## src/rtl/core/irpwfd_pkg.sv

```systemverilog
// ----------------------------------------------------------------------------
// irpwfd_pkg
// shared types and constants of the ir pulse width frame decoder
// ----------------------------------------------------------------------------
`default_nettype none

package irpwfd_pkg;

  // configuration register file
  localparam int unsigned CFG_BITS     = 18;
  localparam int unsigned CFG_IDX_BITS = 3;

  typedef enum logic [CFG_IDX_BITS-1:0] {
    CFG_ONE_WIDTH    = 3'd0,
    CFG_ZERO_WIDTH   = 3'd1,
    CFG_START_WIDTH  = 3'd2,
    CFG_STOP_WIDTH   = 3'd3,
    CFG_BELOW_MARGIN = 3'd4,
    CFG_ABOVE_MARGIN = 3'd5
  } cfg_idx_e;

  localparam logic [CFG_BITS-1:0] ONE_WIDTH_RST    = 18'd400;
  localparam logic [CFG_BITS-1:0] ZERO_WIDTH_RST   = 18'd200;
  localparam logic [CFG_BITS-1:0] START_WIDTH_RST  = 18'd600;
  localparam logic [CFG_BITS-1:0] STOP_WIDTH_RST   = 18'd800;
  localparam logic [CFG_BITS-1:0] BELOW_MARGIN_RST = 18'd50;
  localparam logic [CFG_BITS-1:0] ABOVE_MARGIN_RST = 18'd50;

  typedef struct packed {
    logic [CFG_BITS-1:0] one_width;
    logic [CFG_BITS-1:0] zero_width;
    logic [CFG_BITS-1:0] start_width;
    logic [CFG_BITS-1:0] stop_width;
    logic [CFG_BITS-1:0] below_margin;
    logic [CFG_BITS-1:0] above_margin;
  } cfg_t;

  // pulse classes, in priority order of the window checks
  typedef enum logic [2:0] {
    SYM_ONE   = 3'd0,
    SYM_ZERO  = 3'd1,
    SYM_START = 3'd2,
    SYM_STOP  = 3'd3,
    SYM_BAD   = 3'd4
  } sym_e;

  // frame layout
  localparam int unsigned   DATA_BITS     = 8;
  localparam int unsigned   POS_BITS      = 4;
  localparam logic [3:0]    FRAME_SYMBOLS = 4'd9;
  localparam logic [3:0]    POS_MAX       = 4'd15;

  // parameter defaults
  localparam int unsigned TICK_US_DEFAULT    = 4;
  localparam int unsigned COUNT_BITS_DEFAULT = 16;

endpackage

`default_nettype wire

```

## src/rtl/core/irpwfd_cfg_regs.sv

```systemverilog
// ----------------------------------------------------------------------------
// irpwfd_cfg_regs
// window centre and margin registers, written over the config channel
// ----------------------------------------------------------------------------
`default_nettype none

module irpwfd_cfg_regs (
  input  wire logic                                clk_i,
  input  wire logic                                rst_ni,
  input  wire logic                                cfg_valid_i,
  output      logic                                cfg_ready_o,
  input  wire logic [irpwfd_pkg::CFG_IDX_BITS-1:0] cfg_index_i,
  input  wire logic [irpwfd_pkg::CFG_BITS-1:0]     cfg_data_i,
  output      irpwfd_pkg::cfg_t                    cfg_o
);

  irpwfd_pkg::cfg_t cfg_q, cfg_d;

  assign cfg_ready_o = 1'b1;
  assign cfg_o       = cfg_q;

  always_comb begin
    cfg_d = cfg_q;
    if (cfg_valid_i) begin
      unique case (irpwfd_pkg::cfg_idx_e'(cfg_index_i))
        irpwfd_pkg::CFG_ONE_WIDTH:    cfg_d.one_width    = cfg_data_i;
        irpwfd_pkg::CFG_ZERO_WIDTH:   cfg_d.zero_width   = cfg_data_i;
        irpwfd_pkg::CFG_START_WIDTH:  cfg_d.start_width  = cfg_data_i;
        irpwfd_pkg::CFG_STOP_WIDTH:   cfg_d.stop_width   = cfg_data_i;
        irpwfd_pkg::CFG_BELOW_MARGIN: cfg_d.below_margin = cfg_data_i;
        irpwfd_pkg::CFG_ABOVE_MARGIN: cfg_d.above_margin = cfg_data_i;
        default:                      cfg_d              = cfg_q;
      endcase
    end
  end

  always_ff @(posedge clk_i or negedge rst_ni) begin
    if (!rst_ni) begin
      cfg_q.one_width    <= irpwfd_pkg::ONE_WIDTH_RST;
      cfg_q.zero_width   <= irpwfd_pkg::ZERO_WIDTH_RST;
      cfg_q.start_width  <= irpwfd_pkg::START_WIDTH_RST;
      cfg_q.stop_width   <= irpwfd_pkg::STOP_WIDTH_RST;
      cfg_q.below_margin <= irpwfd_pkg::BELOW_MARGIN_RST;
      cfg_q.above_margin <= irpwfd_pkg::ABOVE_MARGIN_RST;
    end else begin
      cfg_q <= cfg_d;
    end
  end

endmodule

`default_nettype wire

```

## src/rtl/core/irpwfd_pulse_meter.sv

```systemverilog
// ----------------------------------------------------------------------------
// irpwfd_pulse_meter
// counts low samples and keeps the running pulse width in microseconds
// ----------------------------------------------------------------------------
`default_nettype none

module irpwfd_pulse_meter #(
  parameter int unsigned TICK_MICROSECONDS = irpwfd_pkg::TICK_US_DEFAULT,
  parameter int unsigned COUNT_BITS        = irpwfd_pkg::COUNT_BITS_DEFAULT,
  parameter int unsigned WIDTH_BITS        = COUNT_BITS + $clog2(TICK_MICROSECONDS + 1)
) (
  input  wire logic                  clk_i,
  input  wire logic                  rst_ni,
  input  wire logic                  step_i,
  input  wire logic                  level_i,
  output      logic                  rise_o,
  output      logic [WIDTH_BITS-1:0] width_o
);

  localparam logic [COUNT_BITS-1:0] CountMax = {COUNT_BITS{1'b1}};
  localparam logic [WIDTH_BITS-1:0] TickUs   = WIDTH_BITS'(TICK_MICROSECONDS);

  logic                  prev_level_q;
  logic [COUNT_BITS-1:0] count_q, count_d;
  logic [WIDTH_BITS-1:0] width_q, width_d;

  // width tracks count times tick period by repeated addition
  always_comb begin
    count_d = count_q;
    width_d = width_q;
    if (!level_i) begin
      if (prev_level_q) begin
        count_d = COUNT_BITS'(1);
        width_d = TickUs;
      end else if (count_q != CountMax) begin
        count_d = count_q + COUNT_BITS'(1);
        width_d = width_q + TickUs;
      end
    end
  end

  assign rise_o  = step_i && level_i && !prev_level_q;
  assign width_o = width_q;

  always_ff @(posedge clk_i or negedge rst_ni) begin
    if (!rst_ni) begin
      prev_level_q <= 1'b1;
      count_q      <= '0;
      width_q      <= '0;
    end else if (step_i) begin
      prev_level_q <= level_i;
      count_q      <= count_d;
      width_q      <= width_d;
    end
  end

endmodule

`default_nettype wire

```

## src/rtl/core/irpwfd_window.sv

```systemverilog
// ----------------------------------------------------------------------------
// irpwfd_window
// strict window checks of a pulse width, one then zero then start then stop
// ----------------------------------------------------------------------------
`default_nettype none

module irpwfd_window #(
  parameter int unsigned WIDTH_BITS = 19
) (
  input  wire logic [WIDTH_BITS-1:0] width_i,
  input  wire irpwfd_pkg::cfg_t      cfg_i,
  output      irpwfd_pkg::sym_e      sym_o
);

  localparam int unsigned CB = irpwfd_pkg::CFG_BITS;
  localparam int unsigned SW = ((WIDTH_BITS > CB) ? WIDTH_BITS : CB) + 1;

  logic [SW-1:0] width_ext;
  logic [SW-1:0] low_sum;
  logic          in_one, in_zero, in_start, in_stop;

  function automatic logic inside_win(input logic [SW-1:0] w,
                                      input logic [SW-1:0] lo,
                                      input logic [CB-1:0] centre,
                                      input logic [CB-1:0] above);
    logic [SW-1:0] centre_ext;
    logic [SW-1:0] high_sum;
    centre_ext = SW'(centre);
    high_sum   = centre_ext + SW'(above);
    return (lo > centre_ext) && (w < high_sum);
  endfunction

  assign width_ext = SW'(width_i);
  assign low_sum   = width_ext + SW'(cfg_i.below_margin);

  assign in_one   = inside_win(width_ext, low_sum, cfg_i.one_width,   cfg_i.above_margin);
  assign in_zero  = inside_win(width_ext, low_sum, cfg_i.zero_width,  cfg_i.above_margin);
  assign in_start = inside_win(width_ext, low_sum, cfg_i.start_width, cfg_i.above_margin);
  assign in_stop  = inside_win(width_ext, low_sum, cfg_i.stop_width,  cfg_i.above_margin);

  always_comb begin
    priority if (in_one)   sym_o = irpwfd_pkg::SYM_ONE;
    else if     (in_zero)  sym_o = irpwfd_pkg::SYM_ZERO;
    else if     (in_start) sym_o = irpwfd_pkg::SYM_START;
    else if     (in_stop)  sym_o = irpwfd_pkg::SYM_STOP;
    else                   sym_o = irpwfd_pkg::SYM_BAD;
  end

endmodule

`default_nettype wire

```

## src/rtl/core/irpwfd_frame.sv

```systemverilog
// ----------------------------------------------------------------------------
// irpwfd_frame
// frame bit collection, parity and the result register
// ----------------------------------------------------------------------------
`default_nettype none

module irpwfd_frame (
  input  wire logic                             clk_i,
  input  wire logic                             rst_ni,
  input  wire logic                             rise_i,
  input  wire irpwfd_pkg::sym_e                 sym_i,
  output      logic                             out_valid_o,
  input  wire logic                             out_ready_i,
  output      logic [irpwfd_pkg::DATA_BITS-1:0] frame_byte_o,
  output      logic                             length_error_o,
  output      logic                             parity_error_o,
  output      logic                             bad_pulse_o
);

  localparam int unsigned DB = irpwfd_pkg::DATA_BITS;
  localparam int unsigned PB = irpwfd_pkg::POS_BITS;

  logic [DB-1:0] bits_q, bits_d;
  logic [PB-1:0] pos_q, pos_d;
  logic          parity_q, parity_d;
  logic [PB-1:0] pos_next;
  logic          emit;

  logic          out_vld_q;
  logic [DB-1:0] byte_q;
  logic          len_err_q, par_err_q, bad_q;

  assign pos_next = (pos_q == irpwfd_pkg::POS_MAX) ? pos_q : pos_q + PB'(1);

  always_comb begin
    bits_d   = bits_q;
    pos_d    = pos_q;
    parity_d = parity_q;
    emit     = 1'b0;
    if (rise_i) begin
      unique case (sym_i)
        irpwfd_pkg::SYM_ONE: begin
          if (!pos_q[PB-1]) begin
            bits_d = bits_q | (DB'(1) << pos_q[PB-2:0]);
          end
          parity_d = ~parity_q;
          pos_d    = pos_next;
        end
        irpwfd_pkg::SYM_ZERO: begin
          pos_d = pos_next;
        end
        irpwfd_pkg::SYM_START: begin
          bits_d   = '0;
          pos_d    = '0;
          parity_d = 1'b0;
        end
        irpwfd_pkg::SYM_STOP,
        irpwfd_pkg::SYM_BAD: begin
          emit = 1'b1;
        end
        default: begin
          emit = 1'b0;
        end
      endcase
    end
  end

  always_ff @(posedge clk_i or negedge rst_ni) begin
    if (!rst_ni) begin
      bits_q    <= '0;
      pos_q     <= '0;
      parity_q  <= 1'b0;
      out_vld_q <= 1'b0;
    end else begin
      bits_q   <= bits_d;
      pos_q    <= pos_d;
      parity_q <= parity_d;
      if (emit) begin
        out_vld_q <= 1'b1;
      end else if (out_ready_i) begin
        out_vld_q <= 1'b0;
      end
    end
  end

  // result payload comes from the frame as it stands before this pulse
  always_ff @(posedge clk_i) begin
    if (emit) begin
      byte_q    <= bits_q;
      len_err_q <= (pos_q != irpwfd_pkg::FRAME_SYMBOLS);
      par_err_q <= parity_q;
      bad_q     <= (sym_i == irpwfd_pkg::SYM_BAD);
    end
  end

  assign out_valid_o    = out_vld_q;
  assign frame_byte_o   = byte_q;
  assign length_error_o = len_err_q;
  assign parity_error_o = par_err_q;
  assign bad_pulse_o    = bad_q;

endmodule

`default_nettype wire

```

## src/rtl/core/ir_pulse_width_frame_decoder_unit.sv

```systemverilog
// ----------------------------------------------------------------------------
// ir_pulse_width_frame_decoder_unit
// decodes pulse-width coded ir frames from one line sample per beat
// ----------------------------------------------------------------------------
//
// channel   dir  handshake                 payload
// -------   ---  ------------------------  --------------------------------------
// in        in   in_valid_i / in_ready_o   line_level_i
// out       out  out_valid_o / out_ready_i frame_byte_o, length_error_o,
//                                          parity_error_o, bad_pulse_o
// cfg       in   cfg_valid_i / cfg_ready_o cfg_index_i, cfg_data_i
//
// one line sample per clock; the compare and update logic works on the sample
// held in the input register and, once that sample moves on, writes the result
// register, which lies behind the input register; the rate is one beat per
// cycle, held back only while a waiting result blocks the result register
// reset restores the default windows and an idle-high line, empty frame
// cfg_ready_o is always high; writes take effect on the next cycle
//
`default_nettype none

module ir_pulse_width_frame_decoder_unit #(
  parameter int unsigned TICK_MICROSECONDS = irpwfd_pkg::TICK_US_DEFAULT,
  parameter int unsigned COUNT_BITS        = irpwfd_pkg::COUNT_BITS_DEFAULT
) (
  input  wire logic                                clk_i,
  input  wire logic                                rst_ni,
  // sample channel
  input  wire logic                                in_valid_i,
  output      logic                                in_ready_o,
  input  wire logic                                line_level_i,
  // result channel
  output      logic                                out_valid_o,
  input  wire logic                                out_ready_i,
  output      logic [irpwfd_pkg::DATA_BITS-1:0]    frame_byte_o,
  output      logic                                length_error_o,
  output      logic                                parity_error_o,
  output      logic                                bad_pulse_o,
  // configuration channel
  input  wire logic                                cfg_valid_i,
  output      logic                                cfg_ready_o,
  input  wire logic [irpwfd_pkg::CFG_IDX_BITS-1:0] cfg_index_i,
  input  wire logic [irpwfd_pkg::CFG_BITS-1:0]     cfg_data_i
);

  // enough bits for the saturated count times the tick period
  localparam int unsigned WidthBits = COUNT_BITS + $clog2(TICK_MICROSECONDS + 1);

  irpwfd_pkg::cfg_t      cfg;
  irpwfd_pkg::sym_e      sym;
  logic [WidthBits-1:0]  width;
  logic                  rise;

  // input register
  logic                  in_vld_q;
  logic                  level_q;
  logic                  step;

  // a sample moves on whenever the result register is free or draining
  assign step       = in_vld_q && (!out_valid_o || out_ready_i);
  assign in_ready_o = !in_vld_q || step;

  always_ff @(posedge clk_i or negedge rst_ni) begin
    if (!rst_ni) begin
      in_vld_q <= 1'b0;
    end else if (in_ready_o) begin
      in_vld_q <= in_valid_i;
    end
  end

  always_ff @(posedge clk_i) begin
    if (in_valid_i && in_ready_o) begin
      level_q <= line_level_i;
    end
  end

  irpwfd_cfg_regs u_cfg_regs (
    .clk_i       (clk_i),
    .rst_ni      (rst_ni),
    .cfg_valid_i (cfg_valid_i),
    .cfg_ready_o (cfg_ready_o),
    .cfg_index_i (cfg_index_i),
    .cfg_data_i  (cfg_data_i),
    .cfg_o       (cfg)
  );

  // low-sample counter and running width
  irpwfd_pulse_meter #(
    .TICK_MICROSECONDS (TICK_MICROSECONDS),
    .COUNT_BITS        (COUNT_BITS),
    .WIDTH_BITS        (WidthBits)
  ) u_pulse_meter (
    .clk_i   (clk_i),
    .rst_ni  (rst_ni),
    .step_i  (step),
    .level_i (level_q),
    .rise_o  (rise),
    .width_o (width)
  );

  // classify the finished pulse against the four windows
  irpwfd_window #(
    .WIDTH_BITS (WidthBits)
  ) u_window (
    .width_i (width),
    .cfg_i   (cfg),
    .sym_o   (sym)
  );

  // frame state and the result register
  irpwfd_frame u_frame (
    .clk_i          (clk_i),
    .rst_ni         (rst_ni),
    .rise_i         (rise),
    .sym_i          (sym),
    .out_valid_o    (out_valid_o),
    .out_ready_i    (out_ready_i),
    .frame_byte_o   (frame_byte_o),
    .length_error_o (length_error_o),
    .parity_error_o (parity_error_o),
    .bad_pulse_o    (bad_pulse_o)
  );

endmodule

`default_nettype wire
```

## config.mk

```make
export PLATFORM = sky130hd
export DESIGN_NAME = ir_pulse_width_frame_decoder_unit
export DESIGN_NICKNAME = d
export VERILOG_FILES = /design/src/rtl/core/irpwfd_pkg.sv /design/src/rtl/core/irpwfd_cfg_regs.sv /design/src/rtl/core/irpwfd_pulse_meter.sv /design/src/rtl/core/irpwfd_window.sv /design/src/rtl/core/irpwfd_frame.sv /design/src/rtl/core/ir_pulse_width_frame_decoder_unit.sv
export SDC_FILE = /design/constraint.sdc
export NUM_CORES = 1
export LEC_CHECK = 0
export BUFFER_PORTS_ARGS = -buffer_cell sky130_fd_sc_hd__buf_2
export CAP_MARGIN = 15
export CORE_ASPECT_RATIO = 0.75
export CORE_MARGIN = 4
export CORE_UTILIZATION = 33
export DETAILED_ROUTE_END_ITERATION = 16
export PLACE_DENSITY = 0.47
export SYNTH_ARGS = -nofsm -noshare
export SYNTH_HDL_FRONTEND = slang
export SYNTH_HIERARCHICAL = 1
export SYNTH_SLANG_ARGS = --single-unit
```

## constraint.sdc

```tcl
create_clock -name clk_i -period 13.4 [get_ports clk_i]
set_clock_uncertainty 0.1 [all_clocks]
set_input_delay 2.01 -clock clk_i [delete_from_list [all_inputs] [get_ports clk_i]]
set_output_delay 2.01 -clock clk_i [all_outputs]
set_load 0.01 [all_outputs]
```

# After elaboration in Yosys (flattened, before gate mapping)
# Index checks and enable logic that the tools add are counted.
# op_classes
n_addsub	8
n_lt_le_gt_ge	8
n_eq_ne	14
shifts	1
n_mux	17
bitwise	3
reduce_logical	31
# op_table
cell	n
> comparator 20 x 18 -> 1 bit	4
less-than comparator 19 x 20 -> 1 bit	4
adder 18 x 18 -> 19 bit	4
2-to-1 mux 19 bit	2
2-to-1 mux 16 bit	2
adder 19 x 18 -> 20 bit	1
adder 19 x 3 -> 19 bit (second input constant)	1
adder 16 x 1 -> 16 bit (second input constant)	1
inequality test 16 bit (second input constant)	1
case mux 8 bit (2 select lines)	1
AND reduction 2 bit	7
equality test 3 x 2 -> 1 bit (second input constant)	4
2-to-1 mux 3 bit	4
equality test 3 bit (second input constant)	3
AND reduction 3 bit	3
logical AND 1 bit	8
2-to-1 mux 8 bit	1
bitwise OR 8 bit	1
case mux 4 bit (2 select lines)	1
nonzero test 2 bit	4
<< shifter 1 x 3 -> 8 bit (first input constant)	1
equality test 3 x 1 -> 1 bit (second input constant)	2
zero test 3 bit	2
adder 4 x 1 -> 4 bit (second input constant)	1
10 further kinds	19
# word_totals
regBits	171
output_inout_bits	14
word_cells	101

# Logic depth before layout (Yosys ltp)
# logic_depth
word_depth	12
ltp_mapped	25
mapped_depth_nobuf	24

# Cells and area by module
# The synthesis kept the hierarchy.
# by_module_without_submodules
module	n_inst	cells_per_inst	area_each_um2
irpwfd_window	1	933	7188.1
irpwfd_cfg_regs	1	234	4127.7
irpwfd_pulse_meter	1	219	1939.4
irpwfd_frame	1	85	1074.8
ir_pulse_width_frame_decoder_unit	1	7	101.3

# Worst setup path after synthesis
# Ideal clock, no wire load.
# synth_timing
kind	register to register
startpoint	register u_cfg_regs.cfg_q, in the netlist u_cfg_regs/cfg_o[1]
endpoint	register u_frame.pos_q[0]
setup_ns	0.125
arrival_time_ns	5.209
required_time_ns	13.175
path_slack_ns	7.966
path_stages_with_launch	23
n_path_buf	0
synth_period_minus_slack_ns	5.434
path_cell_list	dfstp_2 ha_1 a21o_1 a21oi_1 o21bai_1 a2111o_1 a311o_1 a21oi_1 o21bai_1 a21oi_1 xor2_1 ha_1 a21o_1 a21oi_1 nor2b_1 o21ai_0 a21oi_1 or3_1 or2_1 a221oi_2 or3b_1 and4_1 mux2_2
# synth_via
elab_chain_len	11
# synth_lines
item	line_no	text
from (decl)	irpwfd_cfg_regs.sv:17	irpwfd_pkg::cfg_t cfg_q, cfg_d;
from (signal assigned)	irpwfd_cfg_regs.sv:46	cfg_q <= cfg_d;
adder 18 x 18 -> 19 bit	irpwfd_window.sv:29	high_sum = centre_ext + SW'(above);
less-than comparator 19 x 20 -> 1 bit	irpwfd_window.sv:30	return (lo > centre_ext) && (w < high_sum);
logical AND 1 bit	irpwfd_window.sv:30	
2-to-1 mux 3 bit	irpwfd_window.sv:45	else if (in_stop) sym_o = irpwfd_pkg::SYM_STOP;
2-to-1 mux 3 bit	irpwfd_window.sv:44	else if (in_start) sym_o = irpwfd_pkg::SYM_START;
2-to-1 mux 3 bit	irpwfd_window.sv:43	else if (in_zero) sym_o = irpwfd_pkg::SYM_ZERO;
2-to-1 mux 3 bit *	irpwfd_window.sv:42	priority if (in_one) sym_o = irpwfd_pkg::SYM_ONE;
named net sym[1]	ir_pulse_width_frame_decoder_unit.sv:50	irpwfd_pkg::sym_e sym;
equality test 3 x 1 -> 1 bit or zero test 3 bit (tied branches)	irpwfd_frame.sv:41	unique case (sym_i)
OR reduction 2 bit (no line)	n/a	
inequality test 2 bit (no line) or nonzero test 2 bit (tied branches)	n/a	
AND reduction 3 bit (no line)	n/a	
to (signal assigned)	irpwfd_frame.sv:76	pos_q <= pos_d;
to (decl)	irpwfd_frame.sv:24	logic [PB-1:0] pos_q, pos_d;
# Mark *: on every way through the listed nets, which the timed path passes. The rest lies on a longest branch.
# A chain may end at the register's enable or synchronous reset.

# Final worst setup path
# layout_timing
startpoint	register u_pulse_meter.width_q[2], in the netlist u_pulse_meter/width_o[2]
endpoint	register u_frame.len_err_q, in the netlist u_frame/length_error_o, enable pin
# layout_via
elab_chain_len	11
# layout_lines
item	line_no	text
from (decl)	irpwfd_pulse_meter.sv:25	logic [WIDTH_BITS-1:0] width_q, width_d;
from (signal assigned)	irpwfd_pulse_meter.sv:53	width_q <= width_d;
adder 19 x 18 -> 20 bit	irpwfd_window.sv:34	assign low_sum = width_ext + SW'(cfg_i.below_margin);
> comparator 20 x 18 -> 1 bit	irpwfd_window.sv:30	
logical AND 1 bit	irpwfd_window.sv:30	
2-to-1 mux 3 bit	irpwfd_window.sv:45	
2-to-1 mux 3 bit	irpwfd_window.sv:44	
2-to-1 mux 3 bit	irpwfd_window.sv:43	
2-to-1 mux 3 bit *	irpwfd_window.sv:42	
named net sym[2]	ir_pulse_width_frame_decoder_unit.sv:50	
equality test 3 x 2 -> 1 bit or equality test 3 bit (tied branches)	irpwfd_frame.sv:41	
OR reduction 2 bit *	irpwfd_frame.sv:41	
2-to-1 mux 1 bit *	irpwfd_frame.sv:41	
2-to-1 mux 1 bit *	irpwfd_frame.sv:40	if (rise_i) begin
named net u_frame.emit	irpwfd_frame.sv:27	logic emit;
to (signal assigned)	irpwfd_frame.sv:90	len_err_q <= (pos_q != irpwfd_pkg::FRAME_SYMBOLS);
to (decl)	irpwfd_frame.sv:31	logic len_err_q, par_err_q, bad_q;
# Marked as above.

==> results.rst <==
.. list-table::
   :header-rows: 1

   * - Metric
     - Value
   * - Outcome
     - finished clean
   * - Post-Layout Inst Area
     - 15800 sq um
   * - Start of the worst register-to-register path
     - u_pulse_meter/width_o[2]
   * - Met1 track demand over resource
     - 30.1%
   * - Most frequent cell after synthesis
     - sky130_fd_sc_hd__ha_1
   * - I/O Pins
     - 41
   * - Synthesized area divided by synthesized cell count
     - 9.76 sq um
   * - Slack of the worst reg-to-reg path
     - 6.87 ns
   * - Setup Crit Path Kind
     - flip-flop to flip-flop
   * - Area of the core region
     - ~43000 sq um
   * - GR peak layer
     - met1
   * - Flops & latches, synth
     - 169
   * - Top area cells in the synthesized netlist
     - sky130_fd_sc_hd__dfrtp_1 24%, sky130_fd_sc_hd__ha_1 21%, sky130_fd_sc_hd__mux2_2 8.4%
   * - Via total after detailed routing
     - 11364
   * - Leakage power total
     - ~7.4 nW
   * - Number of nets in the layout
     - approximately 1800
   * - Signal arrival time at the worst endpoint
     - 6.53 ns
   * - Count of port buffers added during placement
     - 39
   * - Utilization after layout
     - 36.6%
   * - Post-route setup TNS
     - 0 ns
   * - Total of warnings raised by yosys
     - 6
   * - Synthesized-area fraction occupied by ao, oa, aoi and oai cells
     - 17.4%
   * - Share of the cycle needed by the critical path after routing
     - between 40% and 50%
   * - Met3 Usage GRT
     - 3.36%
   * - Dominant register cell in the synthesized netlist
     - sky130_fd_sc_hd__dfrtp_1
   * - Portion of synthesized cell area occupied by the leading cell type
     - 23.8%
   * - Count of flip-flops with a built-in enable after synthesis
     - 12
   * - Clock transition at path regs
     - 0.08 ns
   * - Worst Path Max Fanout
     - 12
   * - Worst hold margin
     - 0.351 ns
   * - Number of distinct library cells after synthesis
     - 92
   * - Die width
     - 249 microns
   * - Dpl cells
     - 2075
   * - Number of setup violations in the final report
     - 0
   * - Combinational family with the most area after synthesis
     - adder cells
   * - Wire length of the first global-routing pass
     - 69.0 mm
   * - Sequential share of the synthesized area
     - 29.9%
   * - Count of endpoints failing hold in the final timing report
     - 0
   * - Post-cts repair resize count
     - 0
   * - Worst VDD drop
     - between 100 and 150 uV
   * - Routed wire length
     - 44.3 mm
   * - DR vias/cell
     - 5.39
   * - Adder-cell share of the synthesized area
     - 21.6%
   * - Initial cell density of the core
     - 33.4%
   * - H-tree depth
     - 4
   * - Height of the die
     - between 150 and 200 microns
   * - Max-slew violations
     - 0
   * - Simple-gate portion of the synthesized area
     - a little over an eighth
   * - Count of antenna diodes in the layout
     - 0
   * - CTS Buf Count
     - 17
   * - Most frequent cells after synthesis
     - 241 x sky130_fd_sc_hd__ha_1, 137 x sky130_fd_sc_hd__dfrtp_1, 111 x sky130_fd_sc_hd__a21oi_1
   * - Dominant cell type by area after synthesis
     - sky130_fd_sc_hd__dfrtp_1
   * - Clock tree from TritonCTS
     - built
   * - Critical Path Sink
     - u_frame/length_error_o
   * - Final Total Pwr
     - between 3 and 4 mW
   * - Share of the synthesized netlist area taken by xor and xnor gates
     - 4.49%
   * - Maximum capacitance violations
     - 0
   * - Final estimated routing congestion in global placement
     - 0.914
   * - Largest net degree at the start of global routing
     - 94
   * - Cells after Synth
     - 1478
   * - Antenna violations before repair
     - 0
   * - RSZ-0062 raised after global routing
     - no
   * - Normalized max-slew margin
     - 28.1%
   * - Number of cells on the worst hold path
     - 0
   * - Final standard cell count with taps included and fillers excluded
     - 2107
   * - Transition time of the tightest slew-check pin
     - 1.07 ns
   * - Mapped Area
     - between 10000 and 15000 sq um
   * - CP startpoint kind
     - flip-flop
   * - Reg2reg end
     - u_frame/length_error_o
   * - DR iter-0 viols
     - 801
   * - CP Data Required Time
     - approximately 13 ns
   * - Share of synthesized flip-flops with an asynchronous set or reset
     - around 93%
   * - Die ar.
     - roughly 47000 sq um
   * - Count of clock tree sinks
     - between 150 and 200
   * - FMAX
     - roughly 150 MHz
   * - DRC errors left
     - 0
   * - Vias in the first global route
     - 11118
   * - Detailed-routing iteration count for the pre-antenna-repair pass
     - 5
   * - Area added between synthesis and finish
     - 9.61%
   * - Worst slack, placed
     - 7.03 ns
   * - Source-to-sink clock delay at the later pin of the worst-skew pair
     - 0.46 ns
   * - Mux share of post-synthesis cell area
     - between 8 and 9%
   * - Worst Setup End Kind
     - flip-flop
   * - Standard-cell row count
     - 66
   * - Global-route usage over all layers
     - 19.0%
   * - Cell depth of the worst flop-to-flop path
     - 18
   * - Number of buffers on the longest clock path
     - 2
   * - Critical path startpoint
     - u_pulse_meter/width_o[2]
   * - Antenna-violating nets left
     - 0
   * - Remaining global-route overflow
     - 0
   * - Wirelength per Cell
     - 21.0 microns
   * - Final critical-path setup slack
     - 6.87 ns
   * - Number of setup buffers added after CTS
     - 0
   * - Met2 global-route usage
     - 27.1%
   * - Pwr Density
     - 252 nW/um^2
   * - DP Wirelength
     - 35.0 mm
   * - Share of post-route cells with drive strength above 1
     - between 15 and 20%
   * - Time the final worst path needs with I/O delays and setup
     - ~6.5 ns
   * - Post-Place Cell Area
     - about 15000 sq um
   * - Clock root buffer master
     - sky130_fd_sc_hd__clkbuf_16
   * - Path type of the worst min-delay path
     - flip-flop to flip-flop
   * - Hold buffer count at CTS
     - 0
-- cells in the final DEF, fill, tap and decap left out, types with 37 or more instances in the layout --
cell type and n:
sky130_fd_sc_hd__nand2_1 87, sky130_fd_sc_hd__dfrtp_1 137, sky130_fd_sc_hd__mux2_2 108, sky130_fd_sc_hd__ha_1 241, sky130_fd_sc_hd__nor2_1 59, sky130_fd_sc_hd__nand3_1 37
sky130_fd_sc_hd__o21ai_0 68, sky130_fd_sc_hd__a21oi_1 111, sky130_fd_sc_hd__inv_1 109, sky130_fd_sc_hd__a21o_1 69, sky130_fd_sc_hd__buf_2 38, sky130_fd_sc_hd__xnor2_1 46
-- flip-flops by register name, summed over array words and instances (netlist names) --
register and cells:
level_q 1, u_frame/length_error_o 1, u_frame/parity_error_o 1, in_vld_q 1, u_pulse_meter/count_q 16, u_frame/bad_pulse_o 1, u_cfg_regs/cfg_o 108, u_frame/pos_q 4
u_frame/parity_q 1, u_pulse_meter/width_o 17, u_pulse_meter/prev_level_q 1, u_frame/frame_byte_o 8, u_frame/out_valid_o 1, u_frame/bits_q 8
-- worst max-delay path, stage by stage (launching register included) --
cell and delay (ns):
sky130_fd_sc_hd__dfrtp_1 0.52, sky130_fd_sc_hd__ha_1 0.36, sky130_fd_sc_hd__a211oi_1 0.49, sky130_fd_sc_hd__o21ai_2 0.18, sky130_fd_sc_hd__o211ai_2 0.22, sky130_fd_sc_hd__a32o_2 0.27
sky130_fd_sc_hd__xnor2_1 0.34, sky130_fd_sc_hd__ha_1 0.36, sky130_fd_sc_hd__nand4_1 0.12, sky130_fd_sc_hd__nor2_1 0.15, sky130_fd_sc_hd__a21boi_0 0.21, sky130_fd_sc_hd__o41ai_1 0.64
sky130_fd_sc_hd__a211oi_1 0.24, sky130_fd_sc_hd__a211oi_1 0.23, sky130_fd_sc_hd__mux2i_1 0.17, sky130_fd_sc_hd__o2bb2ai_1 0.16, sky130_fd_sc_hd__a211oi_1 0.62, sky130_fd_sc_hd__nor3b_1 0.32
sky130_fd_sc_hd__o21a_1 0.47
-- final cells by class --
type                            count  area [sq um]
Inverter                          109           409
Tap cell                          578           723
Timing Repair Buffer               42           224
Sequential cell                   169          4310
Clock inverter                     15           185
Clock buffer                       17           425
Fill cell                        4383         27500
Multi-Input combinational cell   1177          9540
-- kinds of logic (layout without fill, tap and decap cells) --
kind of cell	count (synthesis)	after routing
compound gates	384	384
xor+xnor	74	74
fa+ha+maj	246	246
buf+inv	133	183
flops	169	169
mux	113	113
other cells	2	3
simple gates	357	357
-- worst min path at each step --
| stage | from | end | slack [ns] |
|---|---|---|---|
| 6_report | u_frame/bits_q[5] | u_frame/frame_byte_o[5] | 0.35 |
| 5_1_grt | u_frame/bits_q[5] | u_frame/frame_byte_o[5] | 0.38 |
| 4_1_cts | u_frame/bits_q[5] | u_frame/frame_byte_o[5] | 0.36 |
| 3_5_place_dp | u_frame/bits_q[5] | u_frame/frame_byte_o[5] | 0.34 |
| 3_3_place_gp | u_frame/bits_q[3] | u_frame/frame_byte_o[3] | 0.35 |
| 2_1_floorplan | u_frame/bits_q[0] | u_frame/frame_byte_o[0] | 0.32 |
-- metal layers --
layer  routed length, microns  up-vias  share of wire (%)
li1                         -     5550                  -
met1                    23900     5559                 54
met2                    17900      235                 40
met3                     2130       20                4.8
met4                      354        0               0.80
met5                        0        -                  0
-- power breakdown --
part | switching (mW) | total, mW | internal (mW)
sequential | 0.213 | 0.867 | 0.653
clock | 0.242 | 0.525 | 0.283
combinational | 1.49 | 2.60 | 1.11
total | 1.94 | 3.99 | 2.05
No activity file was read; power rests on OpenSTA's default activity.
